<file path="src/rqc_pkg.sv">
package rqc_pkg;

   localparam int NUM_COUNTERS_DEF = 4;
   localparam int DATA_W           = 32;
   localparam int CSR_IDX_W        = 3;
   // Width of a 32-bit value scaled by a percentage up to 100
   localparam int PROD_W           = DATA_W + 7;

   localparam int PCT_FULL     = 100;
   localparam int PCT_CRITICAL = 95;
   localparam int PCT_HIGH     = 80;
   localparam int PCT_MODERATE = 60;

   localparam logic [1:0] OP_ACQUIRE = 2'd0;
   localparam logic [1:0] OP_RELEASE = 2'd1;
   localparam logic [1:0] OP_PROBE   = 2'd2;
   localparam logic [1:0] OP_CLEAR   = 2'd3;

   localparam logic [1:0] STAT_DONE     = 2'd0;
   localparam logic [1:0] STAT_REFUSED  = 2'd1;
   localparam logic [1:0] STAT_INACTIVE = 2'd2;

   localparam logic [2:0] PRESS_NONE     = 3'd0;
   localparam logic [2:0] PRESS_MODERATE = 3'd1;
   localparam logic [2:0] PRESS_HIGH     = 3'd2;
   localparam logic [2:0] PRESS_CRITICAL = 3'd3;
   localparam logic [2:0] PRESS_EXCEEDED = 3'd4;

   // Limit registers sit at indexes 0 .. NUM_COUNTERS-1
   localparam logic [CSR_IDX_W-1:0] CSR_ACTIVE_MASK = 3'd4;

   typedef struct packed {
      logic [DATA_W-1:0] level;
      logic [DATA_W-1:0] peak;
      logic [DATA_W-1:0] granted;
      logic [DATA_W-1:0] returned;
      logic [DATA_W-1:0] refused;
   } rqc_entry_type;

   typedef enum logic [1:0] {
      ST_IDLE,
      ST_CALC,
      ST_SCALE,
      ST_CLASS
   } rqc_state_type;

endpackage

</file>
<file path="src/rqc_ram.sv">
module rqc_ram #(
   parameter int WIDTH  = 8,
   parameter int DEPTH  = 4,
   parameter int ADDR_W = 2
) (
   input  logic              clock,
   input  logic              wr_en,
   input  logic [ADDR_W-1:0] wr_addr,
   input  logic [WIDTH-1:0]  wr_data,
   input  logic              rd_en,
   input  logic [ADDR_W-1:0] rd_addr,
   output logic [WIDTH-1:0]  rd_data
);

   logic [WIDTH-1:0] mem_ff [DEPTH];
   logic [WIDTH-1:0] rd_data_ff;

   always_ff @(posedge clock) begin
      if (wr_en) begin
         mem_ff[wr_addr] <= wr_data;
      end
      if (rd_en) begin
         rd_data_ff <= mem_ff[rd_addr];
      end
   end

   assign rd_data = rd_data_ff;

endmodule

</file>
<file path="src/resource_quota_counters_top.sv">
// Quota counter table: one counter per resource, each with a limit and an
// active bit set over the csr_ write channel (indexes 0..3 limits, 4 the
// active mask). csr_ready is always high; write only while the block is idle.
//
// Request channel req_ (valid/stall) carries op, counter_index and amount.
// Response channel rsp_ (valid/stall) returns one transaction per request:
// status, level, headroom, pressure class, fit flag and the counter totals.
//
// Each request passes through ST_CALC, ST_SCALE and ST_CLASS from acceptance
// to a loaded response register: the entry is read from the state RAM at
// acceptance, updated and written back in ST_CALC, scaled by the percentages
// in ST_SCALE, and the pressure compares and the response load take ST_CLASS.
// A new request is accepted only after the previous one leaves ST_CLASS;
// req_stall is high while one is in flight. The response register holds its
// transaction while rsp_stall is high, and the next request is taken meanwhile;
// it then waits in the final step until the register frees up.
//
// Synchronous reset clears limits, the active mask, all counters (through
// per-entry valid bits, no clearing pass) and the global refused total.
module resource_quota_counters_top
   import rqc_pkg::*;
#(
   parameter int NUM_COUNTERS = NUM_COUNTERS_DEF
) (
   input  logic                 clock,
   input  logic                 reset,

   input  logic                 csr_valid,
   output logic                 csr_ready,
   input  logic [CSR_IDX_W-1:0] csr_index,
   input  logic [DATA_W-1:0]    csr_data,

   input  logic                 req_valid,
   output logic                 req_stall,
   input  logic [1:0]           req_op,
   input  logic [1:0]           req_counter_index,
   input  logic [DATA_W-1:0]    req_amount,

   output logic                 rsp_valid,
   input  logic                 rsp_stall,
   output logic [1:0]           rsp_status,
   output logic [DATA_W-1:0]    rsp_level_now,
   output logic [DATA_W-1:0]    rsp_headroom,
   output logic [2:0]           rsp_pressure,
   output logic                 rsp_fits,
   output logic [DATA_W-1:0]    rsp_peak_seen,
   output logic [DATA_W-1:0]    rsp_granted_sum,
   output logic [DATA_W-1:0]    rsp_returned_sum,
   output logic [DATA_W-1:0]    rsp_refused_sum,
   output logic [DATA_W-1:0]    rsp_refused_all
);

   localparam int IDX_W   = (NUM_COUNTERS > 1) ? $clog2(NUM_COUNTERS) : 1;
   localparam int ENTRY_W = $bits(rqc_entry_type);

   rqc_state_type state_ff, state_in;

   logic [DATA_W-1:0]       limit_ff [NUM_COUNTERS];
   logic [NUM_COUNTERS-1:0] active_ff;
   logic [NUM_COUNTERS-1:0] vld_ff, vld_in;
   logic [DATA_W-1:0]       total_ff, total_in;
   logic                    rsp_valid_ff, rsp_valid_in;

   // request latched at acceptance
   logic [1:0]        op_ff;
   logic [IDX_W-1:0]  idx_ff;
   logic [DATA_W-1:0] amt_ff;
   logic              inact_ff;
   logic [DATA_W-1:0] lim_ff;

   // result of the update step
   rqc_entry_type     ent_ff, ent_in;
   logic [1:0]        stat_ff, stat_in;
   logic              fits_ff, fits_in;
   logic [DATA_W-1:0] all_ff;

   // scaling step
   logic [PROD_W-1:0] lvl_x100_ff, lim_x95_ff, lim_x80_ff, lim_x60_ff;
   logic [DATA_W-1:0] head_ff;
   logic              lim_zero_ff;

   logic [2:0]        press_in;

   // control outputs of the sequencer
   logic accept, load_out, ram_wr_en;

   logic              inact_in;
   rqc_entry_type     rd_ent, ram_rd_data;
   logic [DATA_W:0]   sum_wide;
   logic [DATA_W-1:0] lvl_new;

   assign csr_ready = 1'b1;
   assign accept    = req_valid && !req_stall;

   // ---------------- sequencer ----------------
   always_comb begin
      state_in = state_ff;
      case (state_ff)
         ST_IDLE: begin
            if (req_valid) begin
               state_in = ST_CALC;
            end
         end
         ST_CALC:  state_in = ST_SCALE;
         ST_SCALE: state_in = ST_CLASS;
         ST_CLASS: begin
            if (!rsp_valid_ff || !rsp_stall) begin
               state_in = ST_IDLE;
            end
         end
         default:  state_in = ST_IDLE;
      endcase
   end

   always_comb begin
      req_stall = 1'b1;
      ram_wr_en = 1'b0;
      load_out  = 1'b0;
      case (state_ff)
         ST_IDLE:  req_stall = 1'b0;
         ST_CALC:  ram_wr_en = !inact_ff;
         ST_SCALE: ;
         ST_CLASS: load_out  = !rsp_valid_ff || !rsp_stall;
         default:  ;
      endcase
   end

   // ---------------- state RAM ----------------
   rqc_ram #(
      .WIDTH  (ENTRY_W),
      .DEPTH  (NUM_COUNTERS),
      .ADDR_W (IDX_W)
   ) u_ram (
      .clock   (clock),
      .wr_en   (ram_wr_en),
      .wr_addr (idx_ff),
      .wr_data (ent_in),
      .rd_en   (accept),
      .rd_addr (req_counter_index[IDX_W-1:0]),
      .rd_data (ram_rd_data)
   );

   // Entries never written since reset read as zero. The write in ST_CALC
   // lands before the next request can be accepted, so no forwarding.
   assign rd_ent = vld_ff[idx_ff] ? ram_rd_data : '0;

   assign inact_in = ({1'b0, req_counter_index} >= 3'(NUM_COUNTERS)) ||
                     !active_ff[req_counter_index[IDX_W-1:0]];

   // ---------------- update step ----------------
   always_comb begin
      ent_in   = rd_ent;
      total_in = total_ff;
      stat_in  = STAT_DONE;
      sum_wide = {1'b0, rd_ent.level} + {1'b0, amt_ff};
      fits_in  = sum_wide <= {1'b0, lim_ff};
      lvl_new  = (amt_ff > rd_ent.level) ? '0 : rd_ent.level - amt_ff;
      case (op_ff)
         OP_ACQUIRE: begin
            if (fits_in) begin
               ent_in.level   = sum_wide[DATA_W-1:0];
               ent_in.granted = rd_ent.granted + amt_ff;
               if (sum_wide[DATA_W-1:0] > rd_ent.peak) begin
                  ent_in.peak = sum_wide[DATA_W-1:0];
               end
            end else begin
               ent_in.refused = rd_ent.refused + amt_ff;
               total_in       = total_ff + amt_ff;
               stat_in        = STAT_REFUSED;
            end
         end
         OP_RELEASE: begin
            ent_in.level    = lvl_new;
            ent_in.returned = rd_ent.returned + amt_ff;
         end
         OP_PROBE: ;
         OP_CLEAR: ent_in = '0;
         default:  ;
      endcase
      if (inact_ff) begin
         ent_in   = '0;
         total_in = total_ff;
         stat_in  = STAT_INACTIVE;
         fits_in  = 1'b0;
      end
   end

   always_comb begin
      vld_in = vld_ff;
      if (ram_wr_en) begin
         vld_in[idx_ff] = 1'b1;
      end
   end

   // ---------------- pressure class ----------------
   always_comb begin
      if (lim_zero_ff) begin
         press_in = PRESS_NONE;
      end else if (ent_ff.level >= lim_ff) begin
         press_in = PRESS_EXCEEDED;
      end else if (lvl_x100_ff >= lim_x95_ff) begin
         press_in = PRESS_CRITICAL;
      end else if (lvl_x100_ff >= lim_x80_ff) begin
         press_in = PRESS_HIGH;
      end else if (lvl_x100_ff >= lim_x60_ff) begin
         press_in = PRESS_MODERATE;
      end else begin
         press_in = PRESS_NONE;
      end
   end

   always_comb begin
      rsp_valid_in = rsp_valid_ff;
      if (load_out) begin
         rsp_valid_in = 1'b1;
      end else if (rsp_valid_ff && !rsp_stall) begin
         rsp_valid_in = 1'b0;
      end
   end

   // ---------------- registers ----------------
   always_ff @(posedge clock) begin
      if (reset) begin
         state_ff     <= ST_IDLE;
         active_ff    <= '0;
         vld_ff       <= '0;
         total_ff     <= '0;
         rsp_valid_ff <= 1'b0;
         for (int i = 0; i < NUM_COUNTERS; i++) begin
            limit_ff[i] <= '0;
         end
      end else begin
         state_ff     <= state_in;
         vld_ff       <= vld_in;
         rsp_valid_ff <= rsp_valid_in;
         if (state_ff == ST_CALC) begin
            total_ff <= total_in;
         end
         if (csr_valid && csr_ready) begin
            if (csr_index == CSR_ACTIVE_MASK) begin
               active_ff <= csr_data[NUM_COUNTERS-1:0];
            end else if (csr_index < 3'(NUM_COUNTERS)) begin
               limit_ff[csr_index[IDX_W-1:0]] <= csr_data;
            end
         end
      end
   end

   always_ff @(posedge clock) begin
      if (accept) begin
         op_ff    <= req_op;
         idx_ff   <= req_counter_index[IDX_W-1:0];
         amt_ff   <= req_amount;
         inact_ff <= inact_in;
         lim_ff   <= inact_in ? '0 : limit_ff[req_counter_index[IDX_W-1:0]];
      end
      if (state_ff == ST_CALC) begin
         ent_ff  <= ent_in;
         stat_ff <= stat_in;
         fits_ff <= fits_in;
         all_ff  <= inact_ff ? '0 : total_in;
      end
      if (state_ff == ST_SCALE) begin
         lvl_x100_ff <= PROD_W'(ent_ff.level) * PROD_W'(PCT_FULL);
         lim_x95_ff  <= PROD_W'(lim_ff) * PROD_W'(PCT_CRITICAL);
         lim_x80_ff  <= PROD_W'(lim_ff) * PROD_W'(PCT_HIGH);
         lim_x60_ff  <= PROD_W'(lim_ff) * PROD_W'(PCT_MODERATE);
         head_ff     <= (lim_ff > ent_ff.level) ? lim_ff - ent_ff.level : '0;
         lim_zero_ff <= lim_ff == '0;
      end
      if (load_out) begin
         rsp_status       <= stat_ff;
         rsp_level_now    <= ent_ff.level;
         rsp_headroom     <= head_ff;
         rsp_pressure     <= press_in;
         rsp_fits         <= fits_ff;
         rsp_peak_seen    <= ent_ff.peak;
         rsp_granted_sum  <= ent_ff.granted;
         rsp_returned_sum <= ent_ff.returned;
         rsp_refused_sum  <= ent_ff.refused;
         rsp_refused_all  <= all_ff;
      end
   end

   assign rsp_valid = rsp_valid_ff;

`ifndef SYNTH
   a_accept_to_calc: assert property (@(posedge clock) disable iff (reset)
      (req_valid && !req_stall) |=> state_ff == ST_CALC)
      else $error("accepted transaction did not enter the update step");

   a_refused_not_fit: assert property (@(posedge clock) disable iff (reset)
      (rsp_valid && rsp_status == STAT_REFUSED) |-> !rsp_fits)
      else $error("refused acquire reported as fitting");

   a_inactive_zero: assert property (@(posedge clock) disable iff (reset)
      (rsp_valid && rsp_status == STAT_INACTIVE) |->
         (rsp_level_now == '0 && rsp_headroom == '0 && rsp_pressure == PRESS_NONE))
      else $error("inactive counter response carries nonzero data");

   a_headroom_pressure: assert property (@(posedge clock) disable iff (reset)
      (rsp_valid && rsp_headroom != '0) |-> rsp_pressure != PRESS_EXCEEDED)
      else $error("exceeded pressure with headroom left");

   a_total_only_in_calc: assert property (@(posedge clock) disable iff (reset)
      (state_ff != ST_CALC) |=> $stable(total_ff))
      else $error("global refused total changed outside the update step");
`endif

endmodule

</file>
<file path="config.mk">
export PLATFORM = sky130hd
export DESIGN_NAME = resource_quota_counters_top
export DESIGN_NICKNAME = d
export VERILOG_FILES = /design/src/rqc_pkg.sv /design/src/rqc_ram.sv /design/src/resource_quota_counters_top.sv
export SDC_FILE = /design/constraint.sdc
export NUM_CORES = 2
export LEC_CHECK = 0
export BUFFER_PORTS_ARGS = -buffer_cell sky130_fd_sc_hd__buf_2
export CORE_MARGIN = 2
export CORE_UTILIZATION = 60
export DETAILED_ROUTE_END_ITERATION = 10
export PLACE_DENSITY = 0.81
export SYNTH_ARGS = -nofsm -noshare
export SYNTH_HDL_FRONTEND = slang
export SYNTH_SLANG_ARGS = --single-unit
</file>
<file path="constraint.sdc">
create_clock -name clock -period 23.4 [get_ports clock]
set_input_delay 1.17 -clock clock [delete_from_list [all_inputs] [get_ports clock]]
set_output_delay 1.17 -clock clock [all_outputs]
set_load 0.005 [all_outputs]
</file>
After elaboration in Yosys (flattened, before gate mapping)
Memories as Yosys holds them, arrays and structs flattened. A register that Yosys moved wholly into a read port is not among the register bits.
Cells that the tools add are included.

operators by class
  add/sub/neg operators = 7
  multipliers = 4
  div/mod/pow operators = 0
  order comparisons = 12
  equal/unequal tests = 8
  shift-type cells = 0
  mux-type cells = 44
  bitwise operators = 2
  reduce and logical (&&, ||, !) cells = 18

operator list
  kind                     number
  $mux W160                2
  $mux W32                 7
  $add A32 B32 Y32         4
  $pmux W32 S2             2
  $pmux W64 S2             1
  $gt A32 B32 Y1           3
  $mux W96                 1
  $pmux W32 S3             1
  $ge A39 B39 Y1           2
  $sub A32 B32 Y32         2
  $ge A39 B38 Y1           1
  $mul A32 B7 Y39 const B  1
  $mul A32 B5 Y37 const B  1
  $mul A32 B4 Y36 const B  1
  $mul A32 B3 Y35 const B  1
  $add A32 B32 Y33         1
  $le A33 B32 Y1           1
  $ge A32 B32 Y1           1
  $logic_not A32 Y1        1
  $reduce_or A32 Y1        1
  $mux W1                  20
  $mux W2                  5
  $pmux W2 S4              1
  $eq A2 B2 Y1 const B     3
  other kinds (18)         31

word-level totals
  bits in registers = 685
  latch bits = 0
  bits in writable memories = 768
  memory bits (read-only) = 0
  bits of input ports = 76
  output and inout port bits = 233
  word-level logic and storage cells = 132
  memories kept = 2

memories
  memory        words  bits a word  rd ports  clocked after memory_dff  write ports  RTL line                           source
  u_ram.mem_ff  4      160          1         1                         1            rqc_ram.sv:15                      logic [WIDTH-1:0] mem_ff [DEPTH];
  limit_ff      4      32           1         1                         4            resource_quota_counters_top.sv:58  logic [DATA_W-1:0] limit_ff [NUM_COUNTERS];

Longest topological paths before layout
  word-level depth = 9
  gate-level depth with buffers = 32
  gate-level depth less buffers = 27

Hierarchy
Synthesis repeated with hierarchy kept, for this count alone.

unflattened totals
  cells, all modules = 6295
  area total of the unflattened synthesis = 85743.5 um2

by module, submodules not included
  module                       times used  cells an instance  area each (um2)  sequential area each (um2)
  resource_quota_counters_top  1           5295               57844.2          24793.8
  rqc_ram                      1           1000               27899.3          24023.0

Worst setup path after synthesis
Ideal clock, no wire load.

  kind = input port to flip-flop
  from = input rsp_stall
  to = register rsp_fits (enable)
  setup time = 1.169 ns
  data arrival time = 17.728 ns
  required time = 22.231 ns
  setup slack = 4.503 ns
  stages = 1
  path buffers = 0
  cell sequence = a21boi_0

on the way
  longest elaborated chain between the ends = 3

ends and longest elaborated chain
  item                  RTL line                            source
  from (decl)           resource_quota_counters_top.sv:40   input logic rsp_stall,
  $logic_not A1 Y1      resource_quota_counters_top.sv:123  ST_CLASS: load_out = !rsp_valid_ff || !rsp_stall;
  $logic_or A1 B1 Y1    resource_quota_counters_top.sv:123
  $mux W1               resource_quota_counters_top.sv:119  case (state_ff)
  to (signal assigned)  resource_quota_counters_top.sv:276  rsp_fits <= fits_ff;
  to (decl)             resource_quota_counters_top.sv:45   output logic rsp_fits,

No other way between the ends.
A chain may end at the register's enable or synchronous reset.

==> impl_results.md <==
- Outcome: completed
- Detailed-route DRC error count: 0
- Clock sinks: 1640
- DIE AREA: 0.147 sq mm
- Hold Path Class: reg -> reg
- CTS tree: built
- Post-synth ARST share: 0%
- Crit end category: flop
- Syn Std Cell Area: slightly below 0.09 sq mm
- Drt total wl: 234000 microns
- Worst clock skew: 0.0356 ns
- Post-synthesis cell type count: 97
- Final hold violations: 0
- Synth area leader: edfxtp_1
- Fin crit share: 40.3%
- Synthesized net count: around 7500
- Rows: 139
- Layout cell share with drive strength beyond 1: about an eighth
- Final total power: 14300 uW
- Vias: 56756
- Syn. warnings: 0
- Most frequent cell after synthesis: edfxtp_1
- CP max FO: 68
- Met3 wire len: approximately 21000 microns
- Setup Buffers After CTS: 0
- NumNets Final: 7880
- DP HPWL: 158000 microns
- Routed Antenna Nets: 0
- First-pass GRT wire length: 348000 microns
- Hold Path Depth: 0
- Reg2Reg Depth: 21
- Via density: between 6 and 7
- DR WL/cell: 26.0 microns
- Top_reg_cell synth: edfxtp_1
- H-tree Lvls: 4
- Post-Synthesis Cells: around 6600
- Cts hold-fix bufs: 0
- Max-capacitance violation count: 0
- Sequential area share after synthesis: between 50% and 60%
- Critical Path AT: 9.87 ns
- Chip width: around 380 microns
- Area growth, synth to finish: 11.1%
- Synth area leaders: edfxtp_1 (55%), ha_1 (9.6%), mux4_2 (5.0%), fa_1 (4.3%), inv_1 (2.6%)
- CP Launch Type: flop
- Clock root buffer: clkbuf_16
- Max Freq: ~110 MHz
- CTS Buffer Depth: 3
- Port Buffers: 307
- CTS Buf Count: approximately 170
- Final worst slack: roughly 14 ns
- Slew Viols, Final: 0
- DR WL met2: roughly 110000 microns
- Wire length on met1: 85300 microns
- Die height: 384 microns
- Post-cts sizing count: 0
- Post-synth EDFFs: 1597
- Gp weighted congestion: 0.960
- Vias in the first global route: 57099
- Pwr/cell area: 148 mW/mm^2
- CP Class: reg -> reg
- Static Leak: around 0.038 uW
- Pre-CTS setup slack: 14.30 ns
- Actual slew at the worst max-slew pin: 1.19 ns
- Top cells by count, synth: edfxtp_1 (1597), ha_1 (663), inv_1 (601)
- Initial detailed-routing violation count: 5903
- RSZ-0062 raised after global routing: false
- Fillers: ~9800
- Top Metal Used: met5
- Mean Syn Cell Area: 13.2 sq um
- Gr usage total: between 30% and 40%
- Min cycle time layout: 9.44 ns
- Reg clk slew, reported paths: 0.06 ns
- Seq cells post-synth: 1640
- Synth top area share: 55.4%
- Setup TNS Final: 0 ns
- Worst skew pair latency: between 0.8 and 0.9 ns
- Largest net degree at the start of global routing: 151
- Overflow after GRT: 0
- # setup viols final: 0
- Initial Util: around three fifths
- Max-slew headroom: 20.2%
- Drt pass-1 iters: 6
- Worst EP required: ~24 ns
- Core area: about 0.14 sq mm
- Worst VDD drop: 135 uV
- I/O Pins: about 300
- Initial antenna violation count: 12
path summary, 6_finish.rpt:
kind / endpoint / startpoint / slack (ns)
max: u_ram.mem_ff[0][99] / idx_ff[0] / 13.96
min: rsp_returned_sum[7] / ent_ff[39] / 0.41
max reg2reg: u_ram.mem_ff[0][99] / idx_ff[0] / 13.96
min reg2reg: rsp_returned_sum[7] / ent_ff[39] / 0.41
placed cells by master (no fill, tap or decap), types with 97 or more instances in the layout:
cell          n
mux4_2      192
clkbuf_16   171
o21ai_0     222
fa_1        184
buf_4       101
edfxtp_1   1597
a21o_1      154
inv_1       601
a21oi_1     409
nor2b_1      97
buf_2       305
ha_1        661
nor2_1      421
xnor2_1     208
nand3_1     112
and2_1      136
nand2_1     361
cell type report:
| cell class | count | area [sq um] | share of cell area [%] |
|---|---|---|---|
| Clock inverter | 117 | 1050 | 1.09 |
| Tap cell | 1903 | 2380 | 2.48 |
| Antenna cell | 8 | 20.0 | 0.0208 |
| Clock buffer | 192 | 4370 | 4.54 |
| Multi-Input combinational cell | 4129 | 34900 | 36.3 |
| Sequential cell | 1640 | 48800 | 50.7 |
| Inverter | 607 | 2280 | 2.37 |
| Timing Repair Buffer | 412 | 2390 | 2.49 |
critical path: stages (launching register included):
cell and delay [ns]:
edfxtp_1 0.50, mux4_4 0.85, buf_4 0.80, and2_1 0.37
ha_1 0.28, nand2b_1 0.17, a221oi_1 0.34, o21ai_0 0.22
a21oi_1 0.25, o21ai_0 0.11, a21oi_1 0.33, a21oi_1 0.15
o21a_1 0.21, a311oi_1 0.65, ha_1 0.24, nand3_1 0.10
or4b_1 0.61, a2111oi_0 0.87, a2111o_1 0.40, a211o_1 0.27
or3_1 0.91, o22ai_1 0.43
cells by family after synthesis:
family / count (synthesis) / share of synthesized area [%]
compound gates: 1310 / 9.83
xor+xnor: 295 / 3.01
fa+ha+maj: 848 / 13.8
buf+inv: 799 / 3.51
flops: 1640 / 56.4
mux: 219 / 5.32
other cells: 1 / 0.00433
simple gates: 1456 / 8.10
routing by layer:
layer	vias up	track usage, %
met5	-	0
met4	12	18.5
met3	678	7.06
met2	2883	52.5
met1	28051	38.8
li1	25132	-
registers in the layout (all words and copies together), names as in the netlist, 34 cells and up:
| register | count |
|---|---|
| lim_x95_ff | 39 |
| ent_ff | 160 |
| limit_ff | 128 |
| lvl_x100_ff | 37 |
| lim_x80_ff | 34 |
| u_ram.mem_ff | 640 |
| u_ram.rd_data | 160 |
where the power goes:
group	internal, uW	switching [uW]
Combinational	2810	4260
Clock	1480	1160
Sequential	4220	351
Total	8500	5780
stage by stage:
step / utilization [%] / cell area, sq um / std cells / hold WS, ns
6_report: 67.0 / 96200 / 9008 / 0.407
5_1_grt: 67.0 / 96200 / 9000 / 0.412
4_1_cts: 67.0 / 96200 / 9000 / 0.410
3_5_place_dp: 63.3 / 90800 / 8691 / 0.405
3_3_place_gp: 63.3 / 90800 / 8691 / 0.401
2_1_floorplan: - / 86600 / 6568 / 0.400
Power figures use the tool's default switching activity.
